--- config.mk ---
export PLATFORM = sky130hd
export DESIGN_NAME = paged_address_translation_unit
export DESIGN_NICKNAME = d
export VERILOG_FILES = /design/src/sv/pat_pkg.sv /design/src/sv/paged_address_translation_unit.sv
export SDC_FILE = /design/constraint.sdc
export NUM_CORES = 2
export LEC_CHECK = 0
export ABC_AREA = 1
export BUFFER_PORTS_ARGS = -buffer_cell sky130_fd_sc_hd__buf_4
export CAP_MARGIN = 20
export CORE_MARGIN = 2
export CORE_UTILIZATION = 30
export DETAILED_ROUTE_END_ITERATION = 12
export GPL_TIMING_DRIVEN = 0
export SLEW_MARGIN = 20
export SYNTH_ARGS = -nofsm -noshare
export SYNTH_HDL_FRONTEND = slang
export SYNTH_SLANG_ARGS = --single-unit
export TNS_END_PERCENT = 10
--- constraint.sdc ---
create_clock -name clk -period 12 [get_ports clk]
set_input_delay 2.4 -clock clk [delete_from_list [all_inputs] [get_ports clk]]
set_output_delay 2.4 -clock clk [all_outputs]
set_load 0.01 [all_outputs]
--- src/sv/pat_pkg.sv ---
// ----------------------------------------------------------------------------
// Paged address translation unit package
// Operation codes, register addresses, status bits and shared types.
// ----------------------------------------------------------------------------
package pat_pkg;

  typedef enum logic [1:0] {
    OP_XLATE_READ  = 2'd0,
    OP_XLATE_WRITE = 2'd1,
    OP_REG_READ    = 2'd2,
    OP_REG_WRITE   = 2'd3
  } op_t;

  typedef enum logic [1:0] {
    ST_IDLE = 2'b01,
    ST_EXEC = 2'b10
  } state_t;

  typedef struct packed {
    logic       hit;
    logic [1:0] grp;
  } page_sel_t;

  localparam int MEM_DEPTH = 48;
  localparam int MEM_IDX_W = 6;

  localparam logic [1:0] GRP_KERNEL = 2'd0;
  localparam logic [1:0] GRP_SUPER  = 2'd1;
  localparam logic [1:0] GRP_USER   = 2'd2;

  localparam logic [2:0] ACC_RW    = 3'd6;
  localparam logic [2:0] ACC_RO    = 3'd2;
  localparam logic [2:0] ACC_NONE0 = 3'd0;
  localparam logic [2:0] ACC_NONE4 = 3'd4;

  localparam logic [15:0] SR0_CLR_MASK  = 16'o160156;
  localparam logic [15:0] SR0_ERR_NRES  = 16'o100000;
  localparam logic [15:0] SR0_ERR_LEN   = 16'o040000;
  localparam logic [15:0] SR0_ERR_RO    = 16'o020000;
  localparam logic [15:0] SR0_USER_MODE = 16'o000140;
  localparam logic [15:0] DESC_MASK     = 16'o077417;

  localparam logic [17:0] ADDR_SR0    = 18'o777572;
  localparam logic [17:0] ADDR_SR1    = 18'o777574;
  localparam logic [17:0] ADDR_SR2    = 18'o777576;
  localparam logic [17:0] ADDR_SR3    = 18'o772516;
  localparam logic [17:0] BASE_KERNEL = 18'o772300;
  localparam logic [17:0] BASE_SUPER  = 18'o772200;
  localparam logic [17:0] BASE_USER   = 18'o777600;

  localparam logic [2:0] IO_WINDOW_PAGE = 3'b111;
  localparam logic [1:0] IO_PAGE_HIGH   = 2'b11;

endpackage

--- src/sv/paged_address_translation_unit.sv ---
// ----------------------------------------------------------------------------
// Paged address translation unit
// Translates 16-bit virtual addresses and serves the management registers.
//
// Usage: an operation word is taken at a rising edge with start high and
// busy low. At the accepting edge the unit reads the page address and
// descriptor memories (one synchronous read each); in the following cycle
// it checks, modifies and writes back. The result word is then on
// phys_addr, read_data, abort and bad_register, with done high for exactly
// one cycle; the receiver cannot stall it. A new word is not accepted while
// busy is high; it can be accepted in the cycle in which done is high.
// Reset clears the status registers, disables translation and marks every
// page word as zero through per-entry valid bits; no clearing pass is run.
// ----------------------------------------------------------------------------
module paged_address_translation_unit (
  input  logic        clk,
  input  logic        rst,
  input  logic        start,
  output logic        busy,
  input  logic [1:0]  operation,
  input  logic [17:0] address,
  input  logic [15:0] write_data,
  input  logic        byte_access,
  input  logic        user_mode,
  input  logic [15:0] fetch_record,
  output logic        done,
  output logic [22:0] phys_addr,
  output logic [15:0] read_data,
  output logic        abort,
  output logic        bad_register
);
  import pat_pkg::*;

  function automatic page_sel_t page_select(input logic [17:0] a);
    page_sel_t s;
    s.hit = 1'b1;
    s.grp = GRP_KERNEL;
    if (a[17:6] == BASE_USER[17:6]) begin
      s.grp = GRP_USER;
    end else if (a[17:6] == BASE_SUPER[17:6]) begin
      s.grp = GRP_SUPER;
    end else if (a[17:6] == BASE_KERNEL[17:6]) begin
      s.grp = GRP_KERNEL;
    end else begin
      s.hit = 1'b0;
    end
    return s;
  endfunction

  function automatic logic [15:0] pick_word(input logic [15:0] v, input logic odd,
                                            input logic bsel);
    if (!bsel) begin
      return v;
    end
    return odd ? {8'h00, v[15:8]} : {8'h00, v[7:0]};
  endfunction

  function automatic logic [15:0] merge_word(input logic [15:0] old, input logic [15:0] val,
                                             input logic odd, input logic bsel);
    if (!bsel) begin
      return val;
    end
    return odd ? {val[7:0], old[7:0]} : {old[15:8], val[7:0]};
  endfunction

  state_t state;

  op_t         op_q;
  logic [17:0] addr_q;
  logic [15:0] wd_q;
  logic        byte_q;
  logic        user_q;
  logic [15:0] fetch_q;
  logic [MEM_IDX_W-1:0] idx_q;

  logic [15:0] status_zero;
  logic [15:0] status_one;
  logic [15:0] status_three;
  logic [15:0] status_zero_next;
  logic [15:0] status_one_next;
  logic [15:0] status_three_next;

  logic [15:0] desc_mem [MEM_DEPTH];
  logic [15:0] par_mem  [MEM_DEPTH];
  logic [MEM_DEPTH-1:0] desc_vld;
  logic [MEM_DEPTH-1:0] par_vld;
  logic [15:0] desc_rd;
  logic [15:0] par_rd;
  logic        desc_hit;
  logic        par_hit;

  logic                 accept;
  page_sel_t            in_sel;
  logic [MEM_IDX_W-1:0] rd_idx;

  page_sel_t   q_sel;
  logic [15:0] pdr;
  logic [15:0] par;
  logic [15:0] page_old;
  logic [15:0] page_new;
  logic        desc_we;
  logic        par_we;

  logic [22:0] res_phys;
  logic [15:0] res_rd;
  logic        res_abort;
  logic        res_bad;

  logic        fail;
  logic        pending;
  logic [6:0]  blk;
  logic [6:0]  plf;
  logic [16:0] frame;

  assign accept = start && !busy;
  assign busy   = (state != ST_IDLE);

  always_comb begin
    in_sel = page_select(address);
    if (!operation[1]) begin
      rd_idx = {(user_mode ? GRP_USER : GRP_KERNEL), 1'b0, address[15:13]};
    end else begin
      rd_idx = {in_sel.grp, address[4:1]};
    end
  end

  always_ff @(posedge clk) begin
    if (accept) begin
      desc_rd  <= desc_mem[rd_idx];
      par_rd   <= par_mem[rd_idx];
      desc_hit <= desc_vld[rd_idx];
      par_hit  <= par_vld[rd_idx];
      idx_q    <= rd_idx;
      op_q     <= op_t'(operation);
      addr_q   <= address;
      wd_q     <= write_data;
      byte_q   <= byte_access;
      user_q   <= user_mode;
      fetch_q  <= fetch_record;
    end
    if (desc_we) begin
      desc_mem[idx_q] <= page_new;
    end
    if (par_we) begin
      par_mem[idx_q] <= page_new;
    end
  end

  assign pdr      = desc_hit ? desc_rd : 16'h0000;
  assign par      = par_hit ? par_rd : 16'h0000;
  assign q_sel    = page_select(addr_q);
  assign page_old = addr_q[5] ? par : pdr;
  assign blk      = addr_q[12:6];
  assign plf      = pdr[14:8];
  assign frame    = {1'b0, par} + {10'd0, blk};

  always_comb begin
    status_zero_next  = status_zero;
    status_one_next   = status_one;
    status_three_next = status_three;
    page_new  = merge_word(page_old, wd_q, addr_q[0], byte_q);
    desc_we   = 1'b0;
    par_we    = 1'b0;
    res_phys  = '0;
    res_rd    = '0;
    res_abort = 1'b0;
    res_bad   = 1'b0;
    fail      = 1'b0;
    pending   = 1'b0;
    if (!addr_q[5]) begin
      page_new = page_new & DESC_MASK;
    end
    if (state == ST_EXEC) begin
      if (!op_q[1]) begin
        if (!status_zero[0]) begin
          res_phys = {5'd0, ((addr_q[15:13] == IO_WINDOW_PAGE) ? IO_PAGE_HIGH : 2'b00),
                      addr_q[15:0]};
        end else begin
          unique case (pdr[2:0])
            ACC_RW: begin
            end
            ACC_RO: begin
              if (op_q == OP_XLATE_WRITE) begin
                status_zero_next = (status_zero_next & ~SR0_CLR_MASK) | SR0_ERR_RO;
                fail = 1'b1;
              end
            end
            ACC_NONE0, ACC_NONE4: begin
              status_zero_next = (status_zero_next & ~SR0_CLR_MASK) | SR0_ERR_NRES;
              pending = 1'b1;
            end
            default: begin
              status_zero_next = (status_zero_next & ~SR0_CLR_MASK) | SR0_ERR_NRES;
              fail = 1'b1;
            end
          endcase
          if (!fail) begin
            if (pdr[3] ? (blk < plf) : (blk > plf)) begin
              if (!pending) begin
                status_zero_next = status_zero_next & ~SR0_CLR_MASK;
              end
              status_zero_next = status_zero_next | SR0_ERR_LEN;
              fail = 1'b1;
            end else if (pending) begin
              fail = 1'b1;
            end
          end
          if (fail) begin
            status_zero_next = status_zero_next | {12'd0, addr_q[15:13], 1'b0};
            if (user_q) begin
              status_zero_next = status_zero_next | SR0_USER_MODE;
            end
            res_abort = 1'b1;
          end else begin
            res_phys = {frame, addr_q[5:0]};
          end
        end
      end else begin
        priority if (addr_q[17:1] == ADDR_SR0[17:1]) begin
          if (op_q == OP_REG_WRITE) begin
            status_zero_next = merge_word(status_zero, wd_q, addr_q[0], byte_q);
          end else begin
            res_rd = pick_word(status_zero, addr_q[0], byte_q);
          end
        end else if (addr_q[17:1] == ADDR_SR1[17:1]) begin
          if (op_q == OP_REG_WRITE) begin
            status_one_next = merge_word(status_one, wd_q, addr_q[0], byte_q);
          end else begin
            res_rd = pick_word(status_one, addr_q[0], byte_q);
          end
        end else if (addr_q[17:1] == ADDR_SR2[17:1]) begin
          if (op_q == OP_REG_READ) begin
            res_rd = pick_word(fetch_q, addr_q[0], byte_q);
          end
        end else if (addr_q[17:1] == ADDR_SR3[17:1]) begin
          if (op_q == OP_REG_WRITE) begin
            status_three_next = merge_word(status_three, wd_q, addr_q[0], byte_q);
          end else begin
            res_rd = pick_word(status_three, addr_q[0], byte_q);
          end
        end else if (q_sel.hit) begin
          if (op_q == OP_REG_WRITE) begin
            desc_we = !addr_q[5];
            par_we  = addr_q[5];
          end else begin
            res_rd = pick_word(page_old, addr_q[0], byte_q);
          end
        end else begin
          res_bad = 1'b1;
        end
      end
    end
  end

  always_ff @(posedge clk) begin
    if (rst) begin
      state        <= ST_IDLE;
      done         <= 1'b0;
      status_zero  <= '0;
      status_one   <= '0;
      status_three <= '0;
      desc_vld     <= '0;
      par_vld      <= '0;
    end else begin
      status_zero  <= status_zero_next;
      status_one   <= status_one_next;
      status_three <= status_three_next;
      if (desc_we) begin
        desc_vld[idx_q] <= 1'b1;
      end
      if (par_we) begin
        par_vld[idx_q] <= 1'b1;
      end
      unique case (state)
        ST_IDLE: begin
          done <= 1'b0;
          if (accept) begin
            state <= ST_EXEC;
          end
        end
        ST_EXEC: begin
          done  <= 1'b1;
          state <= ST_IDLE;
        end
        default: begin
          done  <= 1'b0;
          state <= ST_IDLE;
        end
      endcase
    end
  end

  always_ff @(posedge clk) begin
    if (state == ST_EXEC) begin
      phys_addr    <= res_phys;
      read_data    <= res_rd;
      abort        <= res_abort;
      bad_register <= res_bad;
    end
  end

  // A word accepted now is in execution in the cycle after, with done still low.
  a_accept_then_busy : assert property (@(posedge clk) disable iff (rst)
    accept |=> busy && !done)
    else $error("accepted word did not enter execution");

  a_busy_then_done : assert property (@(posedge clk) disable iff (rst)
    busy |=> done && !busy)
    else $error("execution did not deliver a result word");

  a_abort_no_addr : assert property (@(posedge clk) disable iff (rst)
    done && abort |-> phys_addr == '0 && !bad_register)
    else $error("aborted translation carries an address or register flag");

  a_reg_no_addr : assert property (@(posedge clk) disable iff (rst)
    done && (read_data != '0 || bad_register) |-> phys_addr == '0 && !abort)
    else $error("register access produced translation results");

endmodule
* Word level (Yosys, flattened, before mapping) *
Memories as Yosys holds them, arrays and structs flattened. A register that Yosys moved wholly into a read port is not among the register bits.
Cells that the tools add are included.

word-level totals
  register bits after elaboration = 250
  memory bits (writable) = 1536
  output and inout bits = 43
  logic and storage cells = 235
  memories = 2

memories
  name      words  bits a word  rd ports  clocked after memory_dff  write ports  line                                  RTL
  desc_mem  48     16           1         1                         1            paged_address_translation_unit.sv:83  logic [15:0] desc_mem [MEM_DEPTH];
  par_mem   48     16           1         1                         1            paged_address_translation_unit.sv:84  logic [15:0] par_mem [MEM_DEPTH];

cells by class
  add/subtract/negate cells = 1
  $lt $le $gt $ge = 5
  equal/unequal tests = 25
  multiplexer cells = 147
  bitwise logic cells = 9
  reduce and logical (&&, ||, !) cells = 21

operators with widths
  cell                                                                   count
  16-bit two-way mux                                                     43
  48-bit OR                                                              2
  1-bit two-way mux                                                      87
  17-bit == test, second input constant                                  4
  12-bit == test, second input constant                                  5
  8-bit two-way mux                                                      5
  18-bit two-way mux                                                     2
  16-bit case mux with 2 select lines                                    1
  16-bit by 7-bit adder with 17-bit output                               1
  16-bit by 4-bit OR with 16-bit output                                  1
  8-bit AND reduction                                                    2
  6-bit by 7-bit < comparator with 1-bit output, second input constant   2
  1-bit binary-select mux with 6-bit select                              2
  6-bit AND reduction                                                    2
  2-bit by 1-bit != test with 1-bit output, second input constant        5
  5-bit AND reduction                                                    2
  3-bit == test, second input constant                                   3
  7-bit > comparator                                                     1
  7-bit < comparator                                                     1
  7-bit two-way mux                                                      1
  1-bit demux with 6-bit select                                          1
  2-bit == test, second input constant                                   3
  6-bit by 1-bit >= comparator with 1-bit output, second input constant  1
  2-bit two-way mux                                                      3
  other kinds (15)                                                       28

* Longest topological paths before layout *
  depth after elaboration = 18
  mapped depth = 16

* Worst setup path before layout *
Ideal clock, no wire load.

  path type = register to register
  from = register byte_q
  to = memory desc_mem[0][0] (data pin)
  setup time = 950 ps
  data arrival time = 4785 ps
  required time = 11050 ps
  path slack = 6265 ps
  stages on the path, launching flop included = 6
  clock period less this slack = 5735 ps
  path through = edfxtp_1 -> nand2_1 -> inv_1 -> clkbuf_1 -> clkbuf_1 -> o21ai_0

on the way
  longest elaborated chain between the ends = 2

RTL lines
  element                 line                                   RTL
  from (decl)             paged_address_translation_unit.sv:71   logic byte_q;
  from (signal assigned)  paged_address_translation_unit.sv:137  byte_q <= byte_access;
  16-bit two-way mux      paged_address_translation_unit.sv:63   return odd ? {val[7:0], old[7:0]} : {old[15:8], val[7:0]};
  16-bit two-way mux      paged_address_translation_unit.sv:170  if (!addr_q[5]) begin
  named net page_new[0]   paged_address_translation_unit.sv:100  logic [15:0] page_new;
  to (decl)               paged_address_translation_unit.sv:83

The timed path passes the listed nets, and every way through them passes these cells.

* Worst setup path after layout *
  from = input operation[1]
  to = register desc_rd[7] (read register of desc_mem) (data pin)

on the way
  longest elaborated chain between the ends = 1

RTL lines
  element            line                                   RTL
  from (decl)        paged_address_translation_unit.sv:20   input logic [1:0] operation,
  6-bit two-way mux  paged_address_translation_unit.sv:120  if (!operation[1]) begin
  to (decl)          paged_address_translation_unit.sv:87   logic [15:0] desc_rd;

Every way passes these cells.
A chain may end at the register's enable or synchronous reset.

==> impl_metrics.toml <==
[run_status]
status = "finished clean"

[clocking]
cts_buffers = 189
cts_root_buf = "clkbuf_16"
ctsHoldBuffers = 0
clkSlewWorstSetupHoldPaths_ns = 0.06
clk_latency_ns = 0.86
htreeDepth = 4
post-cts-setup-buffer-count = 0
cts_tree = "done"
cts_num_sinks = 1818
cts-resized-gates = 0
clk_path_buf_depth = 3

[timing]
setup-tns-final_ns = 0
fin_crit_sh = 0.456
rsz0062_at_grt = "false"
fin_skew_ns = 0.0350
slew_viol_final = 0
min_period_ns = 5.47
slew_headroom = 0.195
fmax_mhz = 183
tightest_slew_ns = 1.21
worst_slack_ns = 6.53
setup_viol_count_final = 0
hold_viol_final = 0
worst_hold_slack_ns = 0.452

[layout]
final_cells = 12000
post-route-util = 0.351
layout.nets = 8416
drive_gt1_frac = 0.0936
multi_input_area_mm2 = 0.0200
fin_area_mm2 = 0.0928
final-seq-area_mm2 = 0.0531
fillers = 26200
syn2layout_area_growth_pct = 16.4

[setup_path]
cp-start-kind = "input port"
r2r_setup_slack_ns = 7.60
required_ns = 12.59
ff2ff_path_depth = 11
end_kind = "flip-flop"
timing.rr.end = "desc_mem[28][7]"
critical_path_arrival_ns = 6.06
worstSetupPathType = "in2reg"
r2r-start = "state[1]"
crit_fanout = 10

[yosys]
syn_inst = 7952
synth_compound_gate_area_share = 0.0376
synth.area.top_cells = "edfxtp_1 (63%), nand3_1 (9.4%), nand2_1 (7.5%), inv_1 (6.3%), dfxtp_1 (3.7%)"
synth_top_family_by_area = "simple AND/OR/NAND/NOR gates"
yosysMostFrequentCell = "edfxtp_1"
muxShareOfSynthArea = 0
avgSynthCellArea_um2 = 10.0
synthTopCellsByCount = "edfxtp_1 (1671), nand2_1 (1602), nand3_1 (1489)"
seq_area_frac_synth = 0.667
yosys.area.top_type = "edfxtp_1"
synth_nets = 8024
synth_edf_count = 1671
synthSimpleGateAreaFrac = 0.205
ys_ff_latch = 1818
ys_warn_count = 0
syn_area_mm2 = 0.0797
synth_top_area_share = 0.630
synthFlopType = "edfxtp_1"
synthAdderAreaFrac = 0.00245
async_reset_ff_frac = 0
ys_types = 39
synth-xor-area-share = 0.000879

[min_path]
hold-path-endpoint = "par_vld[43]"
min_path_type = "reg2reg"
hold_path_depth = 2
hp-start = "par_vld[43]"

[routing]
wl_per_cell_um = 24.1
vias = 60400
drt-total-wl_um = 290000
dr.pass1.iters = 8
drc_errors = 0
antenna_left = 0
drt-vias-per-instance = 5.02
drtIter0Drc = 8802

[grt]
grt_first_pass_wirelength_um = 406000
grt_pass1_vias = 56600
antenna_found_initial = 15
grt_max_degree = 71
grtUsageTotal = 0.208
grt-ovfl-total = 0

[floorplanning]
num_io_pins = 100
die_area_mm2 = 0.270
placement_rows = 189
die_x_um = 519
die_h_um = 519
initial_utilization = 0.301
core-area_mm2 = 0.265

[placement]
hpwlAfterDp_um = 206000
placedCellCount = 11700
io_buffer_count = 99
dpl_worst_slack_ns = 5.86
dpl_cell_area_mm2 = 0.0869
place.gp.congestion = 1.01

[pwr]
cellPowerDensity_mw_per_mm2 = 153
power_mw = 14.2
ir_drop_mv = 0.177
leakage_nw = 36.8

[flow_run]
cap_violations = 0
## sequential cells by signal, summed over array words and instances, names as in the netlist, 2 cells and up
| register | count |
|---|---|
| fetch_q | 16 |
| desc_vld | 48 |
| par_vld | 48 |
| addr_q | 18 |
| status_zero | 16 |
| idx_q | 6 |
| state | 2 |
| status_one | 16 |
| wd_q | 16 |
| desc_rd | 16 |
| desc_mem | 768 |
| par_rd | 16 |
| status_three | 16 |
| par_mem | 768 |
| read_data | 16 |
| phys_addr | 23 |
| op_q | 2 |
## worst max-delay path, stage by stage
cell      delay, ns
buf_4          0.10
buf_6          0.19
inv_4          0.11
nor3_1         0.20
nand3_1        0.66
clkinv_1       0.63
buf_1          0.57
nand3_1        0.57
nand3_1        0.51
nand2_1        0.08
## cell usage in the layout (no fill, tap or decap), drive strengths merged, types with 3 or more instances in the layout
| master | instances |
|---|---|
| a211oi | 8 |
| xor2 | 8 |
| inv | 1346 |
| nand4 | 10 |
| buf | 474 |
| a21oi | 134 |
| dfxtp | 147 |
| o21ai | 308 |
| o21a | 25 |
| edfxtp | 1671 |
| clkbuf | 405 |
| nor3 | 64 |
| ha | 14 |
| nor2 | 605 |
| o22ai | 10 |
| o211ai | 56 |
| nand3 | 1492 |
| a31o | 3 |
| nand2 | 1611 |
| diode | 4 |
| clkinv | 91 |
| bufinv | 7 |
| clkinvlp | 6 |
## area by class of cell
cell class,instances,area share
Tap cell,3533,0.0476
Multi-Input combinational cell,4354,0.215
Clock buffer,244,0.0543
Inverter,1346,0.0547
Timing Repair Buffer,201,0.0258
Clock inverter,104,0.00871
Sequential cell,1818,0.573
Buffer,434,0.0212
Antenna cell,4,0.000108
## logic make-up after synthesis
family,count (synthesis)
adders and majority gates,15
and+or+nand+nor,3785
xor gates and xnor gates,8
DFF,1818
buffers and inverters,1780
AOI/OAI and AO/OA,546
## worst max-delay path by stage
stage / cells after the start / to / slack (ns) / from
after global routing: 10 / desc_rd[7] / 6.59 / operation[1]
after CTS: 10 / desc_rd[8] / 6.82 / operation[1]
after floorplan: 5 / desc_mem[0][0] / 6.27 / byte_q
after global placement: 5 / desc_mem[23][0] / -1.92 / addr_q[0]
after detailed placement: 10 / desc_rd[8] / 5.86 / operation[1]
final: 10 / desc_rd[7] / 6.53 / operation[1]
## per-layer routing
layer,vias to the layer above,share of wire,global-route usage
met4,4,0.056,0.108
met1,29200,0.40,0.276
met5,-,0.000083,0
li1,27100,-,-
met2,3420,0.45,0.330
met3,613,0.098,0.0336
## power breakdown
part	total, mW	switching (mW)	leakage (nW)	internal (mW)
combinational	1.50	1.15	17.5	0.350
clock	5.67	2.54	2.85	3.12
sequential	7.05	0.0247	16.5	7.02
total	14.2	3.72	36.8	10.5
Note: power is estimated with default switching activity, not from simulation.
